### src/sv/lcip_pkg.sv
// shared types, constants and codes of the layered cell image parser
package lcip_pkg;

  // fixed field widths of the result and configuration ports
  localparam int unsigned CoordW      = 24;
  localparam int unsigned LayerW      = 7;
  localparam int unsigned WordW       = 32;
  localparam int unsigned ColorW      = 24;
  localparam int unsigned CfgDataW    = 24;
  localparam int unsigned CfgIdxW     = 1;

  // default for the dimension bound parameter of the top level
  localparam int unsigned CoordWidthDefault = 24;

  // reset values of the configuration registers
  localparam logic [LayerW-1:0] LayerLimitRst = 7'd64;
  localparam logic [CoordW-1:0] CellLimitRst  = 24'd10000000;

  // register indexes of the configuration port
  localparam logic [CfgIdxW-1:0] CfgLayerLimit = 1'd0;
  localparam logic [CfgIdxW-1:0] CfgCellLimit  = 1'd1;

  // result queue geometry, depth is a power of two
  localparam int unsigned FifoDepth = 4;
  localparam int unsigned FifoPtrW  = $clog2(FifoDepth);
  localparam int unsigned FifoCntW  = $clog2(FifoDepth + 1);

  // parser phases
  typedef enum logic [2:0] {
    PH_FILE    = 3'd0,
    PH_LAYER   = 3'd1,
    PH_CELL    = 3'd2,
    PH_DONE    = 3'd3,
    PH_DISCARD = 3'd4
  } phase_e;

  // result kinds
  typedef enum logic [2:0] {
    KIND_FILE_HDR  = 3'd0,
    KIND_LAYER_HDR = 3'd1,
    KIND_CELL      = 3'd2,
    KIND_ERROR     = 3'd3,
    KIND_COMPLETE  = 3'd4
  } kind_e;

  // error codes
  typedef enum logic [1:0] {
    ERR_TRUNCATED  = 2'd0,
    ERR_LAYERS     = 2'd1,
    ERR_DIMENSIONS = 2'd2,
    ERR_TRAILING   = 2'd3
  } err_e;

  // one result item
  typedef struct packed {
    logic [2:0]              result_kind;
    logic [LayerW-1:0]       layer_num;
    logic [CoordW-1:0]       column_x;
    logic [CoordW-1:0]       row_y;
    logic [CoordW-1:0]       cell_address;
    logic [WordW-1:0]        glyph;
    logic [ColorW-1:0]       foreground;
    logic [ColorW-1:0]       background;
    logic signed [WordW-1:0] format_version;
    logic [CoordW-1:0]       layer_width;
    logic [CoordW-1:0]       layer_height;
    logic [1:0]              error_code;
  } result_t;

endpackage

### src/sv/lcip_parser.sv
// byte parser: header, layer and cell decoding with up to two results per byte
module lcip_parser #(
  parameter int unsigned COORD_WIDTH = lcip_pkg::CoordWidthDefault
) (
  input  logic                          clk_i,
  input  logic                          rst_ni,
  input  logic                          valid_i,
  input  logic [7:0]                    data_byte_i,
  input  logic                          eos_i,
  input  logic [lcip_pkg::LayerW-1:0]   layer_limit_i,
  input  logic [lcip_pkg::CoordW-1:0]   cell_limit_i,
  output logic [1:0]                    n_res_o,
  output lcip_pkg::result_t             res0_o,
  output lcip_pkg::result_t             res1_o
);
  import lcip_pkg::*;

  localparam logic [63:0] CoordMax = (64'd1 << COORD_WIDTH) - 64'd1;
  localparam logic [3:0]  CellLastPos = 4'd9;

  phase_e              phase_q, phase_d;
  logic [3:0]          pos_q, pos_d;
  logic [WordW-1:0]    word_q, word_d;
  logic [WordW-1:0]    ver_q, ver_d;
  logic [WordW-1:0]    glyph_q, glyph_d;
  logic [47:0]         color_q, color_d;
  logic [LayerW-1:0]   ldecl_q, ldecl_d;
  logic [LayerW-1:0]   layer_q, layer_d;
  logic [CoordW-1:0]   width_q, width_d;
  logic [CoordW-1:0]   height_q, height_d;
  logic [CoordW-1:0]   col_q, col_d;
  logic [CoordW-1:0]   row_q, row_d;
  logic [CoordW-1:0]   addr_q, addr_d;

  logic [3:0]          pos_inc;
  logic [WordW-1:0]    word_sh;
  logic [47:0]         color_sh;
  logic [47:0]         prod;
  logic                dims_bad;
  logic [CoordW-1:0]   row_nx;
  logic [CoordW-1:0]   col_nx;
  logic [LayerW-1:0]   layer_nx;
  logic                main_v, tail_v;
  result_t             main_r, tail_r;

  assign pos_inc  = pos_q + 4'd1;
  assign word_sh  = {data_byte_i, word_q[WordW-1:8]};
  assign color_sh = {color_q[39:0], data_byte_i};
  assign row_nx   = row_q + 24'd1;
  assign col_nx   = col_q + 24'd1;
  assign layer_nx = layer_q + 7'd1;

  // width word sits in glyph_q while the height word completes
  assign prod = glyph_q[CoordW-1:0] * word_sh[CoordW-1:0];

  always_comb begin
    dims_bad = 1'b0;
    if ((glyph_q == '0) || (word_sh == '0)) begin
      dims_bad = 1'b1;
    end else if ((glyph_q[WordW-1:CoordW] != '0) || (word_sh[WordW-1:CoordW] != '0)) begin
      // product then exceeds any 24-bit cell limit
      dims_bad = 1'b1;
    end else if (prod > {24'd0, cell_limit_i}) begin
      dims_bad = 1'b1;
    end else if ({16'd0, prod} > CoordMax) begin
      dims_bad = 1'b1;
    end
  end

  always_comb begin
    phase_d  = phase_q;
    pos_d    = pos_q;
    word_d   = word_q;
    ver_d    = ver_q;
    glyph_d  = glyph_q;
    color_d  = color_q;
    ldecl_d  = ldecl_q;
    layer_d  = layer_q;
    width_d  = width_q;
    height_d = height_q;
    col_d    = col_q;
    row_d    = row_q;
    addr_d   = addr_q;
    main_v   = 1'b0;
    main_r   = '0;
    tail_v   = 1'b0;
    tail_r   = '0;
    if (valid_i) begin
      case (phase_q)
        PH_FILE: begin
          pos_d  = pos_inc;
          word_d = word_sh;
          if (pos_inc == 4'd4) begin
            ver_d = word_sh;
          end else if (pos_inc == 4'd8) begin
            pos_d  = '0;
            main_v = 1'b1;
            if (word_sh > {25'd0, layer_limit_i}) begin
              main_r.result_kind = KIND_ERROR;
              main_r.layer_num   = layer_q;
              main_r.error_code  = ERR_LAYERS;
              phase_d            = PH_DISCARD;
            end else begin
              ldecl_d               = word_sh[LayerW-1:0];
              layer_d               = '0;
              main_r.result_kind    = KIND_FILE_HDR;
              main_r.layer_num      = word_sh[LayerW-1:0];
              main_r.format_version = ver_q;
              phase_d = (word_sh[LayerW-1:0] != '0) ? PH_LAYER : PH_DONE;
            end
          end
        end
        PH_LAYER: begin
          pos_d  = pos_inc;
          word_d = word_sh;
          if (pos_inc == 4'd4) begin
            glyph_d = word_sh;
          end else if (pos_inc == 4'd8) begin
            pos_d  = '0;
            main_v = 1'b1;
            main_r.layer_num = layer_q;
            if (dims_bad) begin
              main_r.result_kind = KIND_ERROR;
              main_r.error_code  = ERR_DIMENSIONS;
              phase_d            = PH_DISCARD;
            end else begin
              width_d             = glyph_q[CoordW-1:0];
              height_d            = word_sh[CoordW-1:0];
              col_d               = '0;
              row_d               = '0;
              addr_d              = '0;
              main_r.result_kind  = KIND_LAYER_HDR;
              main_r.layer_width  = glyph_q[CoordW-1:0];
              main_r.layer_height = word_sh[CoordW-1:0];
              phase_d             = PH_CELL;
            end
          end
        end
        PH_CELL: begin
          pos_d = pos_inc;
          if (pos_q < 4'd4) begin
            word_d = word_sh;
            if (pos_inc == 4'd4) begin
              glyph_d = word_sh;
            end
          end else begin
            color_d = color_sh;
          end
          if (pos_q == CellLastPos) begin
            pos_d               = '0;
            main_v              = 1'b1;
            main_r.result_kind  = KIND_CELL;
            main_r.layer_num    = layer_q;
            main_r.column_x     = col_q;
            main_r.row_y        = row_q;
            main_r.cell_address = addr_q;
            main_r.glyph        = glyph_q;
            main_r.foreground   = color_sh[47:24];
            main_r.background   = color_sh[23:0];
            row_d               = row_nx;
            addr_d              = addr_q + width_q;
            if (row_nx >= height_q) begin
              // column finished, address restarts at the top of the next column
              row_d  = '0;
              col_d  = col_nx;
              addr_d = col_nx;
              if (col_nx >= width_q) begin
                layer_d = layer_nx;
                phase_d = (layer_nx >= ldecl_q) ? PH_DONE : PH_LAYER;
              end
            end
          end
        end
        PH_DONE: begin
          main_v             = 1'b1;
          main_r.result_kind = KIND_ERROR;
          main_r.layer_num   = layer_q;
          main_r.error_code  = ERR_TRAILING;
          phase_d            = PH_DISCARD;
        end
        default: begin
        end
      endcase

      if (eos_i) begin
        if (phase_d == PH_DONE) begin
          tail_v             = 1'b1;
          tail_r.result_kind = KIND_COMPLETE;
          tail_r.layer_num   = ldecl_d;
        end else if (phase_d != PH_DISCARD) begin
          tail_v             = 1'b1;
          tail_r.result_kind = KIND_ERROR;
          tail_r.layer_num   = layer_d;
          tail_r.error_code  = ERR_TRUNCATED;
        end
        // final byte always rearms for the next file
        phase_d  = PH_FILE;
        pos_d    = '0;
        word_d   = '0;
        ver_d    = '0;
        glyph_d  = '0;
        color_d  = '0;
        ldecl_d  = '0;
        layer_d  = '0;
        width_d  = '0;
        height_d = '0;
        col_d    = '0;
        row_d    = '0;
        addr_d   = '0;
      end
    end
  end

  always_comb begin
    n_res_o = {1'b0, main_v} + {1'b0, tail_v};
    res0_o  = main_v ? main_r : tail_r;
    res1_o  = tail_r;
  end

  always_ff @(posedge clk_i or negedge rst_ni) begin
    if (!rst_ni) begin
      phase_q  <= PH_FILE;
      pos_q    <= '0;
      word_q   <= '0;
      ver_q    <= '0;
      glyph_q  <= '0;
      color_q  <= '0;
      ldecl_q  <= '0;
      layer_q  <= '0;
      width_q  <= '0;
      height_q <= '0;
      col_q    <= '0;
      row_q    <= '0;
      addr_q   <= '0;
    end else begin
      phase_q  <= phase_d;
      pos_q    <= pos_d;
      word_q   <= word_d;
      ver_q    <= ver_d;
      glyph_q  <= glyph_d;
      color_q  <= color_d;
      ldecl_q  <= ldecl_d;
      layer_q  <= layer_d;
      width_q  <= width_d;
      height_q <= height_d;
      col_q    <= col_d;
      row_q    <= row_d;
      addr_q   <= addr_d;
    end
  end

  a_two_only_on_eos: assert property (@(posedge clk_i) disable iff (!rst_ni)
    (n_res_o == 2'd2) |-> (valid_i && eos_i))
    else $error("two results from a byte that is not final");

  a_eos_rearms: assert property (@(posedge clk_i) disable iff (!rst_ni)
    (valid_i && eos_i) |=> (phase_q == PH_FILE && pos_q == 4'd0))
    else $error("parser not rearmed after final byte");

  a_cell_pos_range: assert property (@(posedge clk_i) disable iff (!rst_ni)
    (phase_q == PH_CELL) |-> (pos_q <= CellLastPos))
    else $error("cell byte position out of range");

endmodule

### src/sv/lcip_fifo.sv
// small result queue that takes up to two results per cycle
module lcip_fifo (
  input  logic                          clk_i,
  input  logic                          rst_ni,
  input  logic [1:0]                    push_n_i,
  input  lcip_pkg::result_t             d0_i,
  input  lcip_pkg::result_t             d1_i,
  input  logic                          pop_i,
  output logic [lcip_pkg::FifoCntW-1:0] count_o,
  output logic                          valid_o,
  output lcip_pkg::result_t             q_o
);
  import lcip_pkg::*;

  result_t               mem_q [FifoDepth];
  logic [FifoPtrW-1:0]   wr_ptr_q, wr_ptr_d;
  logic [FifoPtrW-1:0]   rd_ptr_q, rd_ptr_d;
  logic [FifoCntW-1:0]   cnt_q, cnt_d;
  logic [FifoPtrW-1:0]   wr_ptr_nx;
  logic                  do_pop;

  assign do_pop    = pop_i && (cnt_q != '0);
  assign wr_ptr_nx = wr_ptr_q + FifoPtrW'(1);

  always_comb begin
    wr_ptr_d = wr_ptr_q + FifoPtrW'(push_n_i);
    rd_ptr_d = rd_ptr_q + FifoPtrW'(do_pop);
    cnt_d    = cnt_q + FifoCntW'(push_n_i) - FifoCntW'(do_pop);
  end

  always_ff @(posedge clk_i) begin
    if (push_n_i != 2'd0) begin
      mem_q[wr_ptr_q] <= d0_i;
    end
    if (push_n_i == 2'd2) begin
      mem_q[wr_ptr_nx] <= d1_i;
    end
  end

  always_ff @(posedge clk_i or negedge rst_ni) begin
    if (!rst_ni) begin
      wr_ptr_q <= '0;
      rd_ptr_q <= '0;
      cnt_q    <= '0;
    end else begin
      wr_ptr_q <= wr_ptr_d;
      rd_ptr_q <= rd_ptr_d;
      cnt_q    <= cnt_d;
    end
  end

  assign count_o = cnt_q;
  assign valid_o = (cnt_q != '0);
  assign q_o     = mem_q[rd_ptr_q];

  a_no_overflow: assert property (@(posedge clk_i) disable iff (!rst_ni)
    (32'(cnt_q) + 32'(push_n_i)) <= FifoDepth)
    else $error("result queue overflow");

  a_ptr_gap: assert property (@(posedge clk_i) disable iff (!rst_ni)
    (FifoPtrW'(wr_ptr_q - rd_ptr_q) == FifoPtrW'(cnt_q)))
    else $error("queue pointers disagree with count");

  a_pop_only_valid: assert property (@(posedge clk_i) disable iff (!rst_ni)
    (cnt_q == '0 && push_n_i == 2'd0) |=> (cnt_q == '0))
    else $error("queue count moved without a push");

endmodule

### src/sv/layered_cell_image_parser.sv
// top level of the layered cell image parser: input stage, config, parser, result queue
//
// input channel: one byte of the decompressed file per transfer on
// in_valid_i/in_ready_o, with end_of_stream_i set on the last byte
// output channel: one result per transfer on out_valid_o/out_ready_i,
// result_kind_o tells which of the other fields carry meaning
// config: cfg_we_i writes cfg_wdata_i into register cfg_idx_i
// (0 layer limit, 1 cell limit); the user must write only while idle, the block does not enforce it
// path: an accepted byte is registered in the input stage and parsed in the next cycle;
// its results are then registered in the result queue, which offers them
// throughput: one byte per cycle while in_ready_o is high; a byte gives at most
// two results and only the final byte gives two
// the four-entry result queue decouples the sides: in_ready_o stays high
// while at most two results are queued or pending, so a stalled receiver
// throttles the input only once results back up
// reset: layer limit 64, cell limit 10,000,000, parser waits for a file
// header, queue empty, no transfer offered
module layered_cell_image_parser #(
  parameter int unsigned COORD_WIDTH = lcip_pkg::CoordWidthDefault
) (
  input  logic                            clk_i,
  input  logic                            rst_ni,
  // byte input
  input  logic                            in_valid_i,
  output logic                            in_ready_o,
  input  logic [7:0]                      data_byte_i,
  input  logic                            end_of_stream_i,
  // result output
  output logic                            out_valid_o,
  input  logic                            out_ready_i,
  output logic [2:0]                      result_kind_o,
  output logic [lcip_pkg::LayerW-1:0]     layer_num_o,
  output logic [lcip_pkg::CoordW-1:0]     column_x_o,
  output logic [lcip_pkg::CoordW-1:0]     row_y_o,
  output logic [lcip_pkg::CoordW-1:0]     cell_address_o,
  output logic [lcip_pkg::WordW-1:0]      glyph_o,
  output logic [lcip_pkg::ColorW-1:0]     foreground_o,
  output logic [lcip_pkg::ColorW-1:0]     background_o,
  output logic signed [lcip_pkg::WordW-1:0] format_version_o,
  output logic [lcip_pkg::CoordW-1:0]     layer_width_o,
  output logic [lcip_pkg::CoordW-1:0]     layer_height_o,
  output logic [1:0]                      error_code_o,
  // configuration write port
  input  logic                            cfg_we_i,
  input  logic [lcip_pkg::CfgIdxW-1:0]    cfg_idx_i,
  input  logic [lcip_pkg::CfgDataW-1:0]   cfg_wdata_i
);
  import lcip_pkg::*;

  // input stage
  logic                 stage_v_q;
  logic [7:0]           stage_byte_q;
  logic                 stage_eos_q;
  logic                 in_xfer;

  // configuration registers
  logic [LayerW-1:0]    layer_limit_q, layer_limit_d;
  logic [CoordW-1:0]    cell_limit_q, cell_limit_d;

  // parser to queue
  logic [1:0]           n_res;
  result_t              res0, res1;
  logic [FifoCntW-1:0]  fifo_cnt;
  logic [FifoCntW:0]    committed;
  result_t              out_r;

  assign in_xfer = in_valid_i && in_ready_o;

  // results already queued plus those the staged byte is about to push;
  // a new byte may add two more
  assign committed  = {1'b0, fifo_cnt} + (FifoCntW+1)'(n_res);
  assign in_ready_o = (32'(committed) <= (FifoDepth - 2));

  always_ff @(posedge clk_i or negedge rst_ni) begin
    if (!rst_ni) begin
      stage_v_q <= 1'b0;
    end else begin
      stage_v_q <= in_xfer;
    end
  end

  // payload of the stage needs no reset
  always_ff @(posedge clk_i) begin
    if (in_xfer) begin
      stage_byte_q <= data_byte_i;
      stage_eos_q  <= end_of_stream_i;
    end
  end

  always_comb begin
    layer_limit_d = layer_limit_q;
    cell_limit_d  = cell_limit_q;
    if (cfg_we_i) begin
      case (cfg_idx_i)
        CfgLayerLimit: layer_limit_d = cfg_wdata_i[LayerW-1:0];
        CfgCellLimit:  cell_limit_d  = cfg_wdata_i[CoordW-1:0];
        default: begin
        end
      endcase
    end
  end

  always_ff @(posedge clk_i or negedge rst_ni) begin
    if (!rst_ni) begin
      layer_limit_q <= LayerLimitRst;
      cell_limit_q  <= CellLimitRst;
    end else begin
      layer_limit_q <= layer_limit_d;
      cell_limit_q  <= cell_limit_d;
    end
  end

  lcip_parser #(
    .COORD_WIDTH (COORD_WIDTH)
  ) u_parser (
    .clk_i         (clk_i),
    .rst_ni        (rst_ni),
    .valid_i       (stage_v_q),
    .data_byte_i   (stage_byte_q),
    .eos_i         (stage_eos_q),
    .layer_limit_i (layer_limit_q),
    .cell_limit_i  (cell_limit_q),
    .n_res_o       (n_res),
    .res0_o        (res0),
    .res1_o        (res1)
  );

  lcip_fifo u_fifo (
    .clk_i    (clk_i),
    .rst_ni   (rst_ni),
    .push_n_i (n_res),
    .d0_i     (res0),
    .d1_i     (res1),
    .pop_i    (out_ready_i),
    .count_o  (fifo_cnt),
    .valid_o  (out_valid_o),
    .q_o      (out_r)
  );

  // unpack the queued result onto the field ports
  assign result_kind_o    = out_r.result_kind;
  assign layer_num_o      = out_r.layer_num;
  assign column_x_o       = out_r.column_x;
  assign row_y_o          = out_r.row_y;
  assign cell_address_o   = out_r.cell_address;
  assign glyph_o          = out_r.glyph;
  assign foreground_o     = out_r.foreground;
  assign background_o     = out_r.background;
  assign format_version_o = out_r.format_version;
  assign layer_width_o    = out_r.layer_width;
  assign layer_height_o   = out_r.layer_height;
  assign error_code_o     = out_r.error_code;

  a_stage_follows_xfer: assert property (@(posedge clk_i) disable iff (!rst_ni)
    in_xfer |=> stage_v_q)
    else $error("accepted byte did not reach the parser");

  a_room_for_stage: assert property (@(posedge clk_i) disable iff (!rst_ni)
    stage_v_q |-> (32'(committed) <= FifoDepth))
    else $error("staged byte has no room in the result queue");

  a_no_push_idle: assert property (@(posedge clk_i) disable iff (!rst_ni)
    !stage_v_q |-> (n_res == 2'd0))
    else $error("results pushed without a staged byte");

endmodule

### config.mk
export PLATFORM = sky130hd
export DESIGN_NAME = layered_cell_image_parser
export DESIGN_NICKNAME = d
export VERILOG_FILES = /design/src/sv/lcip_pkg.sv /design/src/sv/lcip_parser.sv /design/src/sv/lcip_fifo.sv /design/src/sv/layered_cell_image_parser.sv
export SDC_FILE = /design/constraint.sdc
export NUM_CORES = 2
export LEC_CHECK = 0
export BUFFER_PORTS_ARGS = -buffer_cell sky130_fd_sc_hd__buf_4
export CAP_MARGIN = 20
export CORE_UTILIZATION = 49
export CTS_CLUSTER_DIAMETER = 40
export CTS_CLUSTER_SIZE = 24
export DETAILED_ROUTE_END_ITERATION = 6
export GPL_ROUTABILITY_DRIVEN = 0
export HOLD_SLACK_MARGIN = 0.06
export PLACE_DENSITY = 0.69
export SLEW_MARGIN = 20
export SYNTH_ARGS = -nofsm -noshare
export SYNTH_HDL_FRONTEND = slang
export SYNTH_SLANG_ARGS = --single-unit
### constraint.sdc
create_clock -name clk_i -period 18.8 [get_ports clk_i]
set_clock_uncertainty 0.05 [all_clocks]
set_input_delay 5.64 -clock clk_i [delete_from_list [all_inputs] [get_ports clk_i]]
set_output_delay 5.64 -clock clk_i [all_outputs]
set_load 0.02 [all_outputs]
=== After elaboration in Yosys (flattened, before gate mapping) ===
Memories as Yosys holds them, arrays and structs flattened.
Cells that the tools add are included.

* Register bits: 325
* Memory bits (writable): 976
* Input port bits: 39
* Output and inout bits: 246
* Logic and storage cells: 207
* Memories kept: 1

* Add/subtract/negate cells: 12
* Multiply operators: 1
* $lt $le $gt $ge: 8
* Equal/unequal tests: 18
* Multiplexer cells: 115
* Bitwise operators: 1
* Reduce and logical (&&, ||, !) cells: 30

{| class="wikitable"
|+ Memories
! name !! depth !! bits a word !! read ports !! clocked after memory_dff !! write ports !! line !! source
|-
| u_fifo.mem_q || 4 || 244 || 1 || 0 || 2 || lcip_fifo.sv:15 || <nowiki>result_t mem_q [FifoDepth];</nowiki>
|}

{| class="wikitable"
|+ Operators with widths
! operator !! number
|-
| 24-bit two-way mux || 22
|-
| 244-bit two-way mux || 2
|-
| 32-bit two-way mux || 12
|-
| 161-bit two-way mux || 1
|-
| 152-bit two-way mux || 1
|-
| 24-bit case mux with 2 select lines || 3
|-
| 32-bit case mux with 2 select lines || 2
|-
| 40-bit two-way mux || 3
|-
| 50-bit two-way mux || 2
|-
| 48-bit two-way mux || 2
|-
| 7-bit two-way mux || 12
|-
| 32-bit logical NOT || 2
|-
| 10-bit two-way mux || 5
|-
| 24-bit by 1-bit adder with 24-bit output (second input constant) || 2
|-
| 24-bit >= comparator || 2
|-
| 48-bit by 24-bit > comparator with 1-bit output || 1
|-
| 48-bit by 24-bit > comparator with 1-bit output (second input constant) || 1
|-
| 24-bit by 24-bit multiplier with 48-bit output || 1
|-
| 10-bit case mux with 4 select lines || 1
|-
| 9-bit two-way mux || 4
|-
| 3-bit two-way mux || 11
|-
| 32-bit by 7-bit > comparator with 1-bit output || 1
|-
| 24-bit adder || 1
|-
| 1-bit two-way mux || 17
|-
| 41 further kinds || 74
|}

=== Longest topological paths before layout ===
* Depth in word-level cells: 20
* Mapped depth: 45
* Depth with buffers taken out: 41

=== Hierarchy ===
Synthesis repeated with hierarchy kept, for this count alone.

* Cells, all modules: 7017
* Area total of the unflattened synthesis: 88984.1 sq um

{| class="wikitable"
|+ Modules (own cells, without submodules)
! module !! times used !! cells an instance !! area an instance (sq um) !! seq. area each (sq um)
|-
| lcip_fifo || 1 || 2399 || 48144.9 || 29483.3
|-
| lcip_parser || 1 || 4532 || 39191.3 || 6731.5
|-
| layered_cell_image_parser || 1 || 86 || 1647.8 || 1082.3
|}

=== Worst setup path after synthesis ===
No wires, ideal clock.

* Path type: register to output
* From: register u_parser.word_q[11]
* To: output in_ready_o
* Arrival time: 9.710 ns
* Required time: 13.110 ns
* Path slack: 3.400 ns
* Stages on the path, launching flop included: 40
* Path buffers: 5
* Cells stage by stage: dfrtp_1 -> clkbuf_1 -> clkbuf_1 -> nand2_1 -> fa_1 -> inv_1 -> fa_1 -> inv_1 -> fa_1 -> fa_1 -> inv_1 -> fa_1 -> fa_1 -> inv_1 -> fa_1 -> inv_1 -> ha_1 -> clkbuf_1 -> [4 not listed] -> xor2_1 -> ha_1 -> a21o_1 -> a21oi_1 -> o221ai_1 -> o31ai_1 -> and4bb_1 -> nand4b_1 -> nor4_1 -> o21ba_2 -> buf_2 -> o21ai_2 -> buf_2 -> ha_1 -> ha_1 -> fa_1 -> o21a_1 -> a21oi_1

* Cells in the longest elaborated chain, start to end: 19
* Elaborated cells between the ends (all ways): 29
* Those cells by class: add/sub: 2; mul: 1; order compare: 4; eq/ne: 2; mux: 17; reduce/logical: 3

{| class="wikitable"
|+ Ends and longest elaborated chain
! item !! line !! source
|-
| start: declaration || lcip_parser.sv:23 || <nowiki>logic [WordW-1:0] word_q, word_d;</nowiki>
|-
| start signal: assignment || lcip_parser.sv:238 || <nowiki>word_q <= word_d;</nowiki>
|-
| 24-bit by 24-bit multiplier with 48-bit output || lcip_parser.sv:54 || <nowiki>assign prod = glyph_q[CoordW-1:0] * word_sh[CoordW-1:0];</nowiki>
|-
| 48-bit by 24-bit > comparator with 1-bit output || lcip_parser.sv:65 || <nowiki>end else if ({16'd0, prod} > CoordMax) begin</nowiki>
|-
| 1-bit two-way mux || lcip_parser.sv:65 ||
|-
| 1-bit two-way mux || lcip_parser.sv:63 || <nowiki>end else if (prod > {24'd0, cell_limit_i}) begin</nowiki>
|-
| 1-bit two-way mux || lcip_parser.sv:60 || <nowiki>end else if ((glyph_q[WordW-1:CoordW] != '0) || (word_sh[WordW-1:CoordW] != '0)) begin</nowiki>
|-
| 1-bit two-way mux || lcip_parser.sv:58 || <nowiki>if ((glyph_q == '0) || (word_sh == '0)) begin</nowiki>
|-
| 3-bit two-way mux || lcip_parser.sv:122 || <nowiki>if (dims_bad) begin</nowiki>
|-
| 3-bit two-way mux || lcip_parser.sv:118 || <nowiki>end else if (pos_inc == 4'd8) begin</nowiki>
|-
| [3 not listed] || - ||
|-
| 3-bit inequality test || lcip_parser.sv:190 || <nowiki>end else if (phase_d != PH_DISCARD) begin</nowiki>
|-
| 1-bit two-way mux || lcip_parser.sv:190 ||
|-
| 1-bit two-way mux * || lcip_parser.sv:186 || <nowiki>if (phase_d == PH_DONE) begin</nowiki>
|-
| 1-bit two-way mux * || lcip_parser.sv:185 || <nowiki>if (eos_i) begin</nowiki>
|-
| 1-bit two-way mux * || lcip_parser.sv:88 || <nowiki>if (valid_i) begin</nowiki>
|-
| 1-bit by 1-bit adder with 2-bit output * || lcip_parser.sv:215 || <nowiki>n_res_o = {1'b0, main_v} + {1'b0, tail_v};</nowiki>
|-
| 3-bit by 2-bit adder with 4-bit output * || layered_cell_image_parser.sv:71 || <nowiki>assign committed = {1'b0, fifo_cnt} + (FifoCntW+1)'(n_res);</nowiki>
|-
| 4-bit by 2-bit less-or-equal comparator with 1-bit output * || layered_cell_image_parser.sv:72 || <nowiki>assign in_ready_o = (32'(committed) <= (FifoDepth - 2));</nowiki>
|-
| end: declaration || layered_cell_image_parser.sv:25 || <nowiki>output logic in_ready_o,</nowiki>
|}

Every way passes the cells marked *; elsewhere a longest branch is shown, timed or not. The select of a mux whose other input is x is not followed.

=== Final worst setup path ===
* From: register u_parser.glyph_q[11]
* To: output in_ready_o

* Cells in the longest elaborated chain, start to end: 19
* Elaborated cells between the ends (all ways): 23
* Those cells by class: add/sub: 2; mul: 1; order compare: 3; eq/ne: 2; mux: 13; reduce/logical: 2

{| class="wikitable"
|+ Ends and longest elaborated chain
! item !! line !! source
|-
| start: declaration || lcip_parser.sv:25 || <nowiki>logic [WordW-1:0] glyph_q, glyph_d;</nowiki>
|-
| start signal: assignment || lcip_parser.sv:240 || <nowiki>glyph_q <= glyph_d;</nowiki>
|-
| 24-bit by 24-bit multiplier with 48-bit output || lcip_parser.sv:54 ||
|-
| 48-bit by 24-bit > comparator with 1-bit output || lcip_parser.sv:65 ||
|-
| 1-bit two-way mux || lcip_parser.sv:65 ||
|-
| 1-bit two-way mux || lcip_parser.sv:63 ||
|-
| 1-bit two-way mux || lcip_parser.sv:60 ||
|-
| 1-bit two-way mux * || lcip_parser.sv:58 ||
|-
| 3-bit two-way mux * || lcip_parser.sv:122 ||
|-
| 3-bit two-way mux * || lcip_parser.sv:118 ||
|-
| [3 not listed] || - ||
|-
| 3-bit inequality test || lcip_parser.sv:190 ||
|-
| 1-bit two-way mux || lcip_parser.sv:190 ||
|-
| 1-bit two-way mux * || lcip_parser.sv:186 ||
|-
| 1-bit two-way mux * || lcip_parser.sv:185 ||
|-
| 1-bit two-way mux * || lcip_parser.sv:88 ||
|-
| 1-bit by 1-bit adder with 2-bit output * || lcip_parser.sv:215 ||
|-
| 3-bit by 2-bit adder with 4-bit output * || layered_cell_image_parser.sv:71 ||
|-
| 4-bit by 2-bit less-or-equal comparator with 1-bit output * || layered_cell_image_parser.sv:72 ||
|}

Marked as above.

==> impl_metrics.py <==
metrics = {
    "detailed_routing": {
        "drt_iter0_markers": 5413,
        "ant_nets": 0,
        "first_pass_iters": 6,
        "vias": 55787,
        "drc": 0,
        "drt-total-wl_um": 218000,
        "wl_per_cell_um": 24.2,
        "vias_per_cell": 6.19,
    },
    "power_and_ir_drop": {
        "power_frac_clock": 0.339,
        "power.switching_w": 0.00374,
        "ir_worst_vdd_uv": 116,
        "sw_frac_of_total": 0.393,
        "p_per_area_mw_per_mm2": 115,
        "power_frac_comb": 0.326,
        "p_leak_nw": 36.0,
        "p_seq_frac": 0.335,
        "p_int_w": 0.00576,
    },
    "setup_path": {
        "cpPeakStageDelay_ns": 0.83,
        "r2r_slack_ns": 5.74,
        "cp-start-kind": "flip-flop",
        "cp.arrival_ns": 12.02,
        "crit_cells": 41,
        "cp-endpoint": "in_ready_o",
        "cpMostUsedCell": "inv_1",
        "crit_type": "reg -> out",
        "crit_slowest_cell": "dfrtp_1",
        "endpoint_kind": "output port",
        "cp.buffers_inverters": 11,
        "required_ns": 13.11,
        "crit-reg2reg-launch": "u_parser.glyph_q[11]",
        "path_delay_family": "adder cells",
        "reg2reg_depth": 39,
        "cp_max_fo": 34,
        "r2r_end": "u_fifo.mem_q[2][129]",
        "cp-startpoint": "u_parser.glyph_q[11]",
    },
    "placement": {
        "io_buffer_count": 284,
        "dp_hpwl_um": 144000,
        "pre_cts_ws_ns": 1.99,
    },
    "clock_tree": {
        "post_cts.repair.setup_buffers": 0,
        "cts-root-buf": "clkbuf_16",
        "holdBufCountCts": 0,
        "cts_tree": "yes",
        "cts_resized": 0,
        "cts_sinks": 1293,
        "insertion_delay_ns": 0.83,
        "htree_levels": 4,
        "cts.clk_slew.worst_paths_ns": 0.06,
        "cts_buffers": 151,
        "clockBufferDepth": 3,
    },
    "flow_run": {
        "cap_violations": 0,
    },
    "synthesis": {
        "syn_avg_cell_area_um2": 10.6,
        "async_reset_ff_frac": 0.238,
        "ys_seq_area_frac": 0.380,
        "synth_top_cell_area_share": 0.255,
        "netlist_area_mm2": 0.0735,
        "postSynthCellCount": 6930,
        "ys_types": 81,
        "synthesis.nets": 7752,
        "ys_top_cells_by_area": "dfxtp_1 (25%), fa_1 (13%), a22o_1 (11%)",
        "yosysWarnings": 0,
        "synth_top_flop_cell": "dfxtp_1",
        "ys_seq_elements": 1293,
        "yosysTopAreaCell": "dfxtp_1",
        "synth-edff-count": 49,
    },
    "sta": {
        "timing.slew.headroom": 0.224,
        "max_clock_freq_ghz": 0.0565,
        "hold_viol_final": 0,
        "fin_crit_sh": 0.942,
        "setup-tns-final_ns": 0,
        "setup_ws_ns": 1.09,
        "worst-slew-pin-transition_ns": 1.16,
        "slew_viol_final": 0,
        "setup_viol": 0,
        "rsz0062_at_grt": "false",
        "fin_crit_ns": 17.71,
    },
    "global_routing": {
        "antenna_found_initial": 6,
        "grt_pass1_vias": 56203,
        "grt_pass1_wl_um": 340000,
        "grt_overflow": 0,
        "grt_usage": 0.289,
        "grt_max_degree": 153,
    },
    "floorplanning": {
        "die_w_um": 389,
        "chipHeight_um": 389,
        "start_util": 0.495,
        "rows": 141,
        "core_mm2": 0.148,
        "die_area_mm2": 0.152,
        "ios": 285,
    },
    "layout": {
        "drive_above_1_share": 0.145,
        "layout.nets": 7697,
        "area_delta_synth_final_pct": 12.2,
        "area.sequential_mm2": 0.0279,
        "multi_input_area_mm2": 0.0407,
        "fillCellCount": 12539,
    },
    "min_path": {
        "hp-class": "reg -> reg",
    },
    "status": {
        "status": "completed",
    },
}
[tightest hold or removal path: stages, from the launching register on]
cell and delay, ns:
dfxtp_1 0.32, nand2_1 0.04, o21ai_0 0.05
[power groups by stage]
stage	Clock, W	Sequential (W)	Combinational [W]
6_report	0.00322	0.00318	0.00310
3_5_place_dp	0	0.00323	0.00302
2_1_floorplan	0	0.00300	0.00214
5_1_grt	0.00338	0.00319	0.00335
3_3_place_gp	0	0.00322	0.00299
4_1_cts	0.00325	0.00317	0.00305
[cells by family (layout without fill, tap and decap cells)]
| kind of cell | Yosys count | in the layout | synth area share |
|---|---|---|---|
| AOI/OAI and AO/OA | 1695 | 1695 | 0.175 |
| xor gates and xnor gates | 101 | 101 | 0.0120 |
| adders and majority gates | 783 | 783 | 0.183 |
| buffers and inverters | 1295 | 1370 | 0.0681 |
| DFF | 1293 | 1293 | 0.380 |
| muxes | 334 | 334 | 0.0876 |
| other | 0 | 2 | 0 |
| and+or+nand+nor | 1429 | 1429 | 0.0945 |
[registers in the layout (all words and copies together) (netlist names), 4 cells and up]
register and count:
u_parser.color_q 40, u_parser.word_q 24, u_parser.width_q 24, u_fifo.mem_q 976, u_parser.height_q 24, u_parser.col_q 24
stage_byte_q 8, u_parser.ldecl_q 7, layer_limit_q 7, cell_limit_q 24, u_parser.layer_q 7, u_parser.pos_q 4
u_parser.row_q 24, u_parser.glyph_q 32, u_parser.addr_q 24, u_parser.ver_q 32
[metrics by stage]
stage               power, W  hold slack (ns)  cell area (µm²)  cells  utilization
floorplan            0.00514            0.370            73500   6930            -
global placement     0.00622            0.379            76800   8724        0.518
detailed placement   0.00625            0.390            76800   8724        0.518
CTS                  0.00947            0.403            82500   9007        0.556
global route         0.00991            0.424            82500   9007        0.556
finish               0.00950            0.399            82500   9009        0.556
[synthesized netlist by cell type, types with 67 or more instances]
| cell | number |
|---|---|
| dfxtp_1 | 936 |
| fa_1 | 485 |
| clkbuf_1 | 518 |
| o21ai_0 | 304 |
| ha_1 | 298 |
| mux4_2 | 244 |
| inv_1 | 685 |
| and2_1 | 296 |
| a21oi_1 | 135 |
| dfrtp_1 | 299 |
| a22o_1 | 890 |
| o31ai_1 | 67 |
| nor2_1 | 137 |
| nand2_1 | 679 |
[per-layer routing]
metal,global-route usage,part of all wire,vias to the layer above
met5,0,0.00025,-
met4,0.103,0.033,8
met3,0.0607,0.091,411
met2,0.452,0.46,2645
met1,0.396,0.42,28493
li1,-,-,24230
[cell usage in the layout, fill, tap and decap left out, types with 61 or more instances in the layout]
master,count
dfxtp_1,936
a22o_1,890
inv_1,684
nand2_1,678
fa_1,485
buf_4,395
o21ai_0,303
ha_1,298
dfrtp_1,296
and2_1,295
mux4_2,244
clkbuf_16,157
a21oi_1,135
nor2_1,126
o31ai_1,66
xnor2_1,61
[cell type report]
| cell class | instances | area share |
|---|---|---|
| multi-input combinational | 4342 | 0.494 |
| sequential | 1293 | 0.339 |
| clock buffer | 178 | 0.0501 |
| timing repair buffer | 402 | 0.0376 |
| inverter | 685 | 0.0312 |
| tap | 2002 | 0.0304 |
| clock inverter | 105 | 0.0183 |
| antenna | 2 | 0.0000607 |
[worst min path at each step]
stage,cells after the start,to,startpoint
floorplan,2,u_fifo.mem_q[2][1],u_fifo.mem_q[2][1]
finish,2,u_fifo.mem_q[3][77],u_fifo.mem_q[3][77]
CTS,2,u_fifo.mem_q[3][74],u_fifo.mem_q[3][74]
global route,2,u_fifo.mem_q[2][54],u_fifo.mem_q[2][54]
detailed placement,2,u_fifo.mem_q[2][54],u_fifo.mem_q[2][54]
global placement,2,u_fifo.mem_q[0][57],u_fifo.mem_q[0][57]
No activity file was read; power rests on OpenSTA's default activity.
